[src/design/u8d_pkg.sv]
// Package for the UTF-8 stream decoder.
// Holds the decoder state and result types and the Unicode constants.
// No dependencies.
`default_nettype none

package u8d_pkg;

  localparam int unsigned PointW = 21;

  localparam logic [PointW-1:0] MaxPoint    = 21'h10FFFF;
  localparam logic [PointW-1:0] SurrFirst   = 21'h00D800;
  localparam logic [PointW-1:0] SurrLast    = 21'h00DFFF;
  localparam logic [PointW-1:0] LowSurrBase = 21'h00DC00;
  localparam logic [PointW-1:0] Plane1Base  = 21'h010000;
  localparam logic [PointW-1:0] Min2Byte    = 21'h000080;
  localparam logic [PointW-1:0] Min3Byte    = 21'h000800;
  localparam logic [PointW-1:0] BmpLast     = 21'h00FFFF;

  localparam logic [7:0] AsciiLast  = 8'h7F;
  localparam logic [7:0] Lead2First = 8'hC2;
  localparam logic [7:0] Lead2Last  = 8'hDF;
  localparam logic [7:0] Lead3First = 8'hE0;
  localparam logic [7:0] Lead3Last  = 8'hEF;
  localparam logic [7:0] Lead4First = 8'hF0;
  localparam logic [7:0] Lead4Last  = 8'hF4;
  localparam logic [1:0] ContTag    = 2'b10;

  // Lead classes of an open sequence.
  typedef enum logic [1:0] {
    LEAD_NONE  = 2'd0,
    LEAD_TWO   = 2'd1,
    LEAD_THREE = 2'd2,
    LEAD_FOUR  = 2'd3
  } lead_t;

  typedef struct packed {
    logic [PointW-1:0] partial_point;
    logic [1:0]        bytes_due;
    lead_t             lead_class;
    logic              discarding;
  } dec_state_t;

  typedef struct packed {
    logic [PointW-1:0] code_unit;
    logic              is_error;
    logic              text_done;
    logic              last_of_run;
  } result_t;

  // Depth of the result queue; a byte is decoded only when two entries are free.
  localparam int unsigned QDepth = 4;
  localparam int unsigned QPtrW  = $clog2(QDepth);
  localparam int unsigned QCntW  = $clog2(QDepth + 1);

endpackage

`default_nettype wire

[src/design/utf8_stream_decoder_top.sv]
// UTF-8 to UTF-32/UTF-16 stream decoder, top level.
// Holds the input register, decoder state and result queue. Depends on u8d_pkg, u8d_step.
//
// The decoder takes one UTF-8 byte per cycle as long as the result queue has room for
// two results. A request is captured in an input register; once the queue has room, it
// is decoded against the held state and its zero, one or two results are written into
// a four-entry result queue, which drives the output channel. A byte thus passes the
// input register and the result queue before it reaches the output. A byte giving a
// surrogate pair gives two results, and the output channel bounds the rate to one
// result per cycle while out_tready is high. Errors give one result with
// is_error set, and every following byte is dropped until the end-of-text byte,
// which gives a second error result with text_done set.
`default_nettype none

module utf8_stream_decoder_top (
  input  wire logic        clk,
  input  wire logic        rst_n,
  // configuration: bit 0 = utf16_output
  input  wire logic        cfg_wr_en,
  input  wire logic        cfg_wr_data,
  // input channel
  input  wire logic        in_tvalid,
  output logic             in_tready,
  input  wire logic [7:0]  in_tdata,   // [7:0] in_byte
  input  wire logic        in_tlast,   // end_of_text
  // result channel
  output logic             out_tvalid,
  input  wire logic        out_tready,
  output logic [23:0]      out_tdata,  // [20:0] code_unit, [21] text_done, [23:22] zero
  output logic             out_tuser,  // is_error
  output logic             out_tlast   // last_of_run
);
  import u8d_pkg::*;

  logic                utf16_r;
  logic                in_valid_r;
  logic [7:0]          in_byte_r;
  logic                in_eot_r;
  dec_state_t          state_r;
  dec_state_t          state_nxt;
  logic [1:0]          result_cnt;
  result_t             res0;
  result_t             res1;
  result_t             queue_r [QDepth];
  logic [QPtrW-1:0]    wr_ptr_r;
  logic [QPtrW-1:0]    rd_ptr_r;
  logic [QCntW-1:0]    count_r;
  logic                decode_fire;
  logic                pop;
  logic [QCntW-1:0]    push_cnt;
  result_t             head;

  u8d_step u_step (
    .state        (state_r),
    .in_byte      (in_byte_r),
    .end_of_text  (in_eot_r),
    .utf16_output (utf16_r),
    .state_nxt    (state_nxt),
    .result_cnt   (result_cnt),
    .res0         (res0),
    .res1         (res1)
  );

  assign decode_fire = in_valid_r && (count_r <= QCntW'(QDepth - 2));
  assign in_tready   = !in_valid_r || decode_fire;
  assign pop         = out_tvalid && out_tready;
  assign push_cnt    = decode_fire ? QCntW'(result_cnt) : '0;

  always_ff @(posedge clk) begin
    if (!rst_n) begin
      utf16_r <= 1'b0;
    end else if (cfg_wr_en) begin
      utf16_r <= cfg_wr_data;
    end
  end

  always_ff @(posedge clk) begin
    if (!rst_n) begin
      in_valid_r <= 1'b0;
    end else if (in_tready) begin
      in_valid_r <= in_tvalid;
    end
  end

  always_ff @(posedge clk) begin
    if (in_tready && in_tvalid) begin
      in_byte_r <= in_tdata;
      in_eot_r  <= in_tlast;
    end
  end

  always_ff @(posedge clk) begin
    if (!rst_n) begin
      state_r <= '0;
    end else if (decode_fire) begin
      state_r <= state_nxt;
    end
  end

  always_ff @(posedge clk) begin
    if (decode_fire && result_cnt != 2'd0) begin
      queue_r[wr_ptr_r] <= res0;
      if (result_cnt == 2'd2) begin
        queue_r[wr_ptr_r + QPtrW'(1)] <= res1;
      end
    end
  end

  always_ff @(posedge clk) begin
    if (!rst_n) begin
      wr_ptr_r <= '0;
      rd_ptr_r <= '0;
      count_r  <= '0;
    end else begin
      wr_ptr_r <= wr_ptr_r + QPtrW'(push_cnt);
      if (pop) begin
        rd_ptr_r <= rd_ptr_r + QPtrW'(1);
      end
      count_r <= count_r + push_cnt - (pop ? QCntW'(1) : '0);
    end
  end

  assign head       = queue_r[rd_ptr_r];
  assign out_tvalid = (count_r != '0);
  assign out_tdata  = {2'b00, head.text_done, head.code_unit};
  assign out_tuser  = head.is_error;
  assign out_tlast  = head.last_of_run;

endmodule

`default_nettype wire

[src/design/u8d_step.sv]
// Decode step of the UTF-8 stream decoder: one byte against the current state.
// Produces up to two results and the next state. Depends on u8d_pkg.
`default_nettype none

module u8d_step (
  input  wire u8d_pkg::dec_state_t state,
  input  wire logic [7:0]          in_byte,
  input  wire logic                end_of_text,
  input  wire logic                utf16_output,
  output u8d_pkg::dec_state_t      state_nxt,
  output logic [1:0]               result_cnt,
  output u8d_pkg::result_t         res0,
  output u8d_pkg::result_t         res1
);
  import u8d_pkg::*;

  logic              err;
  logic              point_ok;
  logic [PointW-1:0] cp;
  logic [PointW-1:0] gathered;
  logic [PointW-1:0] minimum;
  logic [PointW-1:0] offset;
  logic [1:0]        due_dec;
  dec_state_t        open_st;

  assign gathered = {state.partial_point[PointW-7:0], in_byte[5:0]};
  assign due_dec  = state.bytes_due - 2'd1;
  assign offset   = cp - Plane1Base;

  always_comb begin
    unique case (state.lead_class)
      LEAD_TWO:   minimum = Min2Byte;
      LEAD_THREE: minimum = Min3Byte;
      default:    minimum = Plane1Base;
    endcase
  end

  always_comb begin
    err      = 1'b0;
    point_ok = 1'b0;
    cp       = '0;
    open_st  = state;

    if (state.discarding) begin
      err = end_of_text;
    end else if (state.bytes_due == 2'd0) begin
      open_st.discarding = 1'b0;
      if (in_byte <= AsciiLast) begin
        point_ok = 1'b1;
        cp       = {{(PointW-8){1'b0}}, in_byte};
      end else if (in_byte >= Lead2First && in_byte <= Lead2Last) begin
        open_st.partial_point = {{(PointW-5){1'b0}}, in_byte[4:0]};
        open_st.bytes_due     = 2'd1;
        open_st.lead_class    = LEAD_TWO;
        err                   = end_of_text;
      end else if (in_byte >= Lead3First && in_byte <= Lead3Last) begin
        open_st.partial_point = {{(PointW-4){1'b0}}, in_byte[3:0]};
        open_st.bytes_due     = 2'd2;
        open_st.lead_class    = LEAD_THREE;
        err                   = end_of_text;
      end else if (in_byte >= Lead4First && in_byte <= Lead4Last) begin
        open_st.partial_point = {{(PointW-3){1'b0}}, in_byte[2:0]};
        open_st.bytes_due     = 2'd3;
        open_st.lead_class    = LEAD_FOUR;
        err                   = end_of_text;
      end else begin
        err = 1'b1;
      end
    end else if (in_byte[7:6] != ContTag) begin
      err = 1'b1;
    end else if (due_dec != 2'd0) begin
      open_st.partial_point = gathered;
      open_st.bytes_due     = due_dec;
      err                   = end_of_text;
    end else begin
      cp = gathered;
      if (cp < minimum || cp > MaxPoint || (cp >= SurrFirst && cp <= SurrLast)) begin
        err = 1'b1;
      end else begin
        point_ok = 1'b1;
      end
    end
  end

  always_comb begin
    res0       = '0;
    res1       = '0;
    result_cnt = 2'd0;
    state_nxt  = open_st;
    if (err) begin
      res0.is_error    = 1'b1;
      res0.text_done   = end_of_text;
      res0.last_of_run = 1'b1;
      result_cnt       = 2'd1;
      state_nxt        = '0;
      state_nxt.discarding = ~end_of_text;
    end else if (point_ok) begin
      state_nxt = '0;
      if (utf16_output && cp > BmpLast) begin
        res0.code_unit   = SurrFirst + {{(PointW-10){1'b0}}, offset[19:10]};
        res1.code_unit   = LowSurrBase + {{(PointW-10){1'b0}}, offset[9:0]};
        res1.text_done   = end_of_text;
        res1.last_of_run = 1'b1;
        result_cnt       = 2'd2;
      end else begin
        res0.code_unit   = cp;
        res0.text_done   = end_of_text;
        res0.last_of_run = 1'b1;
        result_cnt       = 2'd1;
      end
    end
  end

endmodule

`default_nettype wire

[config.mk]
export PLATFORM = sky130hd
export DESIGN_NAME = utf8_stream_decoder_top
export DESIGN_NICKNAME = d
export VERILOG_FILES = /design/src/design/u8d_pkg.sv /design/src/design/utf8_stream_decoder_top.sv /design/src/design/u8d_step.sv
export SDC_FILE = /design/constraint.sdc
export NUM_CORES = 1
export LEC_CHECK = 0
export BUFFER_PORTS_ARGS = -buffer_cell sky130_fd_sc_hd__buf_2
export CAP_MARGIN = 10
export CORE_UTILIZATION = 50
export DETAILED_ROUTE_END_ITERATION = 8
export PLACE_DENSITY = 0.67
export SLEW_MARGIN = 10
export SYNTH_ARGS = -nofsm -noshare
export SYNTH_HDL_FRONTEND = slang
export SYNTH_SLANG_ARGS = --single-unit
[constraint.sdc]
create_clock -name clk -period 3.65 [get_ports clk]
set_input_delay 0.5475 -clock clk [delete_from_list [all_inputs] [get_ports clk]]
set_output_delay 0.5475 -clock clk [all_outputs]
set_load 0.01 [all_outputs]
==> results of run 1 <==
-- sequential cells by signal, summed over array words and instances, names as in the netlist, named ones only --
name,cells
rd_ptr_r,2
in_valid_r,1
utf16_r,1
in_eot_r,1
queue_r,96
count_r,3
wr_ptr_r,2
state_r,20
in_byte_r,8
-- metal layers --
layer | up-vias | part of all wire, % | track usage (%)
li1 | 2509 | - | -
met1 | 2621 | 42 | 33.7
met2 | 246 | 49 | 41.6
met3 | 41 | 7.3 | 6.02
met4 | 0 | 2.5 | 11.4
met5 | - | 0 | 0
-- worst reg2reg max path, stage by stage (launching register included) --
cell and delay (ns):
sky130_fd_sc_hd__dfxtp_1 0.36, sky130_fd_sc_hd__or2_2 0.34, sky130_fd_sc_hd__or4_4 0.52, sky130_fd_sc_hd__a31o_4 0.29, sky130_fd_sc_hd__nand3b_1 0.14, sky130_fd_sc_hd__nor2_1 0.08, sky130_fd_sc_hd__or2_2 0.31, sky130_fd_sc_hd__ha_1 0.28
sky130_fd_sc_hd__inv_1 0.04, sky130_fd_sc_hd__ha_1 0.18, sky130_fd_sc_hd__fa_1 0.39, sky130_fd_sc_hd__xnor2_1 0.15, sky130_fd_sc_hd__xnor2_1 0.12, sky130_fd_sc_hd__and2_1 0.15
-- kinds of logic after synthesis --
| family | Yosys count | synth area share [%] |
|---|---|---|
| compound gates | 176 | 17.5 |
| xor+xnor | 7 | 0.862 |
| fa+ha+maj | 11 | 2.04 |
| buf+inv | 57 | 4.38 |
| flops | 136 | 49.1 |
| mux | 29 | 8.34 |
| other cells | 1 | 0.0527 |
| simple gates | 226 | 17.7 |
-- cell usage after synthesis, types with 8 or more instances --
cell and number:
sky130_fd_sc_hd__edfxtp_1 77, sky130_fd_sc_hd__nand2_1 68, sky130_fd_sc_hd__dfxtp_1 59, sky130_fd_sc_hd__nor2_1 43, sky130_fd_sc_hd__a21oi_1 32, sky130_fd_sc_hd__o21ai_0 26
sky130_fd_sc_hd__mux4_2 24, sky130_fd_sc_hd__and2_1 18, sky130_fd_sc_hd__o22ai_1 17, sky130_fd_sc_hd__o2bb2ai_1 17, sky130_fd_sc_hd__clkbuf_1 15, sky130_fd_sc_hd__nor2b_1 15
sky130_fd_sc_hd__inv_1 14, sky130_fd_sc_hd__buf_2 13, sky130_fd_sc_hd__o31ai_1 13, sky130_fd_sc_hd__ha_1 10, sky130_fd_sc_hd__a22o_1 9, sky130_fd_sc_hd__a22oi_1 9
sky130_fd_sc_hd__nor3_1 9, sky130_fd_sc_hd__o21ai_1 9, sky130_fd_sc_hd__nand3_1 8
-- cell type report --
class	instances	share of cell area, %
repair buffers	66	5.05
inverters	14	0.650
flip-flops and latches	136	43.2
multi-input cells	451	41.1
clock buffers	18	5.31
clock inverters	14	1.84
well taps	180	2.79
-- where the power goes --
part / switching (mW) / internal (mW) / leakage, nW
combinational: 0.453 / 0.362 / 1.29
sequential: 0.0770 / 1.72 / 1.14
clock: 0.659 / 1.01 / 0.273
-- worst min-delay path by stage --
stage,depth (start not counted),from,end,slack [ns]
floorplan,1,queue_r[1][20],queue_r[1][20],0.43
global placement,2,queue_r[2][2],queue_r[2][2],0.44
detailed placement,1,queue_r[0][21],queue_r[0][21],0.44
CTS,1,in_tdata[0],in_byte_r[0],0.28
global route,1,in_tdata[5],in_byte_r[5],0.28
finish,1,in_tdata[0],in_byte_r[0],0.30
==> impl_metrics.toml, run 1 <==
[floorplanning]
fp.dieW_um = 121
start_util_pct = 51.2
placementRows = 43
die_height_um = 121
floorplan.die_area_mm2 = 0.0147
top_level_ports = 43
placeableCoreArea_mm2 = 0.0139

[clock_network]
clk_pin_slew_ns = 0.06
cts_inserted_buffers = 17
cts_buffer_depth = 2
cts_root_buffer = "sky130_fd_sc_hd__clkbuf_16"
cts_tree = "built"
clk-insertion-delay-late_ns = 0.43
postCtsSetupRepairBufs = 0
postCtsResizedCells = 0
cts_hold_repair.buffers = 0
cts.sink_count = 136
cts.htree.levels = 4

[setup_path]
buffers_inverters_on_critical_path = 1
cell_type_of_the_slowest_stage_on_the_worst_timing_path = "sky130_fd_sc_hd__or4_4"
worst_setup_path_start_kind = "register"
worstSetupEndpoint = "count_r[2]"
critical_path_class = "register to register"
ff2ff_setup_slack_ns = 0.19
critical_path.reg2reg.startpoint = "state_r[15]"
cp-startpoint = "state_r[15]"
cp_data_arrival_time_ns = 3.78
cp_max_fo = 8
ff2ff_path_depth = 13
cp_slowest_stage_delay_ns = 0.52
crit_path_end_kind = "register"
reg2reg_to = "count_r[2]"
timing.critical_path.cells = "or2_2 > or4_4 > a31o_4 > nand3b_1 > nor2_1 > or2_2 > ha_1 > inv_1 > ha_1 > fa_1 > xnor2_1 > xnor2_1 > and2_1"
cpLargestDelayFamily = "simple AND/OR/NAND/NOR gates"
path_depth = 13
critPathRequiredTime_ns = 3.98

[placed_design]
post_dp_cell_area_mm2 = 0.00750
globalplace.congestion = 0.848
dpl_worst_slack_ns = 0.215
place_inst = 847
numPortBuffers = 40
detailedPlacementHpwl_um = 12700

[timing]
crit_path_time_final_ns = 3.46
grt_setup_unrepaired = "no"
timing.final.crit_share_pct = 94.7
report.final.setup_viol = 0
clock.fmax_ghz = 0.289
max_slew_violation_total_from_the_final_report = 0
finalClockSkew_ns = 0.00937
final-hold-violation-count = 0
max_slew_margin_pct = 51.2
worst-slew-pin-transition_ns = 0.732
hold-worst-slack_ns = 0.295
timing.final.ws_setup_ns = 0.192
setup_total_negative_slack_ns = 0

[grt]
grt.total_usage_pct = 26.0
grt_antenna_before_repair = 0
grt_overflow_total = 0
largest_net_degree_at_the_start_of_global_routing = 51
grt_pass1_wl_um = 28300
vias_in_the_first_global_route = 5285

[finish]
area_delta_synth_final_pct = 13.6
layoutNonFillerInstCount = 879
layout.cells.most_common = "sky130_fd_sc_hd__edfxtp_1"
nNetsFinal = 712
finalCoreUtilization_pct = 58.2
drive_above_1_share_pct = 23.6
layout.filler_cells = 1141
sequential_cell_area_mm2 = 0.00349
area_used_by_multi_input_combinational_logic_mm2 = 0.00332
antenna_cells = 0
layout.cell_area.non_filler_mm2 = 0.00808
layout_common_cells = "77 x sky130_fd_sc_hd__edfxtp_1, 68 x sky130_fd_sc_hd__nand2_1, 59 x sky130_fd_sc_hd__dfxtp_1"

[power]
p_leak_nw = 2.71
vdd_ir_drop_max_mv = 0.433
p_per_area_mw_per_mm2 = 529
power.total_mw = 4.27

[drt]
finalWirelength_um = 17900
detail_route.iter0.violations = 536
route.detailed.vias_per_inst = 6.16
wl_cell_um = 20.4
detailroute.via_count = 5417
drtAntennaViolNets = 0
drcViolationCount = 0
dr.pass1.iters = 5

[logic_synthesis]
ys_top_cells_by_area = "sky130_fd_sc_hd__edfxtp_1 33%, sky130_fd_sc_hd__dfxtp_1 17%, sky130_fd_sc_hd__mux4_2 7.6%, sky130_fd_sc_hd__nand2_1 3.6%, sky130_fd_sc_hd__nor2_1 2.3%"
synthFlopType = "sky130_fd_sc_hd__edfxtp_1"
synth_enable_flop_cells = 77
sequential_element_share_of_the_synthesized_area_pct = 49.1
synth-seq-cells = 136
syn_area_mm2 = 0.00711
yosys_warnings = 0
ys_types = 83
postSynth.asyncResetShare_pct = 0
synth.avg_cell_area_um2 = 11.1
synth_top_cell_by_area = "sky130_fd_sc_hd__edfxtp_1"
post_synth_inst_count = 643
area_share_of_the_largest_cell_type_after_synthesis_pct = 32.5

[hold_path]
hold_class = "input port to register"

[job]
cap_violations = 0

[status]
run_status = "finished clean"
Power figures use the tool's default switching activity.
==> run 2, diff against run 1 <==
--- a/config.mk
+++ b/config.mk
@@ -7,9 +7,11 @@
 export LEC_CHECK = 0
 export BUFFER_PORTS_ARGS = -buffer_cell sky130_fd_sc_hd__buf_2
 export CAP_MARGIN = 10
+export CORE_MARGIN = 5
 export CORE_UTILIZATION = 50
 export DETAILED_ROUTE_END_ITERATION = 8
-export PLACE_DENSITY = 0.67
+export HOLD_SLACK_MARGIN = 0.12
+export PLACE_DENSITY = 0.65
 export SLEW_MARGIN = 10
 export SYNTH_ARGS = -nofsm -noshare
 export SYNTH_HDL_FRONTEND = slang
==> constraint.sdc (replaced) <==
create_clock -name clk -period 3.9 [get_ports clk]
set_input_delay 0.585 -clock clk [delete_from_list [all_inputs] [get_ports clk]]
set_output_delay 0.585 -clock clk [all_outputs]
set_load 0.01 [all_outputs]
==> impl_metrics.toml, run 2 (synthesis gave the netlist of run 1 again) <==
[finish]
max_flop_register = "queue_r"
area_delta_synth_final_pct = 12.6
finalCoreUtilization_pct = 57.5
antenna_cells = 0
layout_common_cells = "77 x sky130_fd_sc_hd__edfxtp_1, 68 x sky130_fd_sc_hd__nand2_1, 59 x sky130_fd_sc_hd__dfxtp_1"
layout.cells.most_common = "sky130_fd_sc_hd__edfxtp_1"
drive_above_1_share_pct = 23.2
number_of_flip_flops_under_the_largest_register_name = 96
reg_top3 = "queue_r x96, state_r x20, in_byte_r x8"
nNetsFinal = 707
layout.filler_cells = 1164

[floorplanning]
top_level_ports = 43
die_height_um = 129
placementRows = 43
start_util_pct = 51.0
floorplan.die_area_mm2 = 0.0167
fp.dieW_um = 129
placeableCoreArea_mm2 = 0.0139

[timing]
finalClockSkew_ns = 0.00480
report.final.setup_viol = 0
timing.final.crit_share_pct = 94.8
setup_total_negative_slack_ns = 0
worst-slew-pin-transition_ns = 0.688
max_slew_margin_pct = 54.2
clock.fmax_ghz = 0.270
max_slew_violation_total_from_the_final_report = 0
crit_path_time_final_ns = 3.70
final-hold-violation-count = 0

[setup_path]
ff2ff_setup_slack_ns = 0.20
worst_setup_path_start_kind = "register"
cp_data_arrival_time_ns = 4.02
ff2ff_path_depth = 16
worst_path_most_repeated_cell = "sky130_fd_sc_hd__ha_1"
cpLargestDelayFamily = "simple AND/OR/NAND/NOR gates"
buffers_inverters_on_critical_path = 1
reg2reg_to = "count_r[2]"
crit_path_end_kind = "register"
critPathRequiredTime_ns = 4.22
critical_path.reg2reg.startpoint = "state_r[3]"
cp_slowest_stage_delay_ns = 0.51
timing.critical_path.cells = "nand4bb_1 > nor2_2 > nand2_1 > ha_1 > o31ai_1 > nand2_1 > mux2_2 > nor2_1 > or2_2 > ha_1 > inv_1 > ha_1 > fa_1 > xnor2_1 > xnor2_1 > and2_1"
cp_max_fo = 9
critical_path_class = "register to register"
cell_type_of_the_slowest_stage_on_the_worst_timing_path = "sky130_fd_sc_hd__dfxtp_1"

[power]
vdd_ir_drop_max_mv = 0.331
power.switching_fraction_pct = 28.5
switching_power_mw = 1.12
p_per_area_mw_per_mm2 = 492
power_frac_seq_pct = 42.4
power.total_mw = 3.94
power.share.combinational_pct = 19.6
intPower_mw = 2.82
share_clk_of_total_power_pct = 38.0
p_leak_nw = 2.66

[placed_design]
numPortBuffers = 40
detailedPlacementHpwl_um = 12600
globalplace.congestion = 0.934

[drt]
detail_route.wirelength.met1_um = 7920
met2RoutedLength_um = 8470
met3_wirelength_um = 988
wl_cell_um = 20.5
dr.pass1.iters = 5
highest-signal-layer = "met4"
route.detailed.vias_per_inst = 6.10
detail_route.iter0.violations = 489
drcViolationCount = 0
finalWirelength_um = 18000
detailroute.via_count = 5335
drtAntennaViolNets = 0

[job]
cap_violations = 0

[grt]
vias_in_the_first_global_route = 5233
grt.total_usage_pct = 22.2
grt_pass1_wl_um = 28500
grt_overflow_total = 0
grt_antenna_before_repair = 0
largest_net_degree_at_the_start_of_global_routing = 47

[clock_network]
clk_pin_slew_ns = 0.06
cts_inserted_buffers = 17
cts_root_buffer = "sky130_fd_sc_hd__clkbuf_16"
cts.htree.levels = 4
cts_buffer_depth = 2
cts_tree = "built"
clk-insertion-delay-late_ns = 0.42
cts.sink_count = 136

[status]
run_status = "finished clean"

[hold_path]
hold_depth = 1
hold_class = "input port to register"
timing.hold.worst_endpoint = "in_byte_r[5]"
holdCritStartpoint = "in_tdata[5]"
## run 2: changes by cell type in the layout (fill, tap and decap cells not counted), sizes merged
cell      previous run  this run
clkinvlp             4         6
buf                 66        61
clkbuf              18        17
bufinv               2         1
## run 2: worst max-delay path by stage
stage | from | endpoint | cells past startpoint | slack, ns
6_report | state_r[3] | count_r[2] | 16 | 0.20
2_1_floorplan | in_byte_r[6] | count_r[2] | 17 | 0.25
3_5_place_dp | state_r[3] | count_r[2] | 16 | 0.22
5_1_grt | state_r[3] | count_r[2] | 16 | -0.009
3_3_place_gp | state_r[3] | count_r[2] | 16 | 0.42
4_1_cts | state_r[3] | count_r[2] | 16 | 0.20
## run 2: cell type report
class / instances / area, um2 / share of cell area, %
clock buffers: 17 / 425 / 5.31
clock inverters: 15 / 128 / 1.59
inverters: 14 / 52.6 / 0.656
multi-input cells: 451 / 3330 / 41.5
flip-flops and latches: 136 / 3490 / 43.6
well taps: 180 / 225 / 2.81
repair buffers: 61 / 358 / 4.47
## run 2: metal layers
layer | global-route usage [%] | vias to the layer above
met5 | 0 | -
met4 | 9.26 | 0
met3 | 4.04 | 45
met2 | 35.5 | 220
met1 | 30.0 | 2569
li1 | - | 2501
## run 2: metrics by stage
step                      area (um2)  std cells  hold slack, ns  setup slack (ns)
after floorplan                 7120        644           0.427             0.250
after global placement          7450        842           0.439             0.423
after detailed placement        7450        842           0.446             0.222
after CTS                       8010        874           0.323             0.196
after global routing            8010        874           0.325          -0.00902
final                           8010        874           0.337             0.202
## run 2: power by group through the flow
stage	Sequential [mW]	Clock [mW]	Combinational [mW]
finish	1.67	1.50	0.773
global route	1.68	1.58	0.848
CTS	1.67	1.52	0.783
detailed placement	1.70	0	0.780
global placement	1.69	0	0.760
floorplan	1.67	0	0.566
## run 2: what timing repair did
action,in CTS,in global routing
hold buffers,0,0
buffers inserted,0,0
gates resized for setup,0,1
endpoints found under the setup margin,0,1
## run 2: worst register-to-register path, delay by kind of cell, from the launching register on
kind	cells	cell delay, ns
fa+ha+maj	4	0.95
mux	1	0.30
xor+xnor	2	0.27
flops	1	0.51
simple gates	7	1.45
buf+inv	1	0.04
compound gates	1	0.07
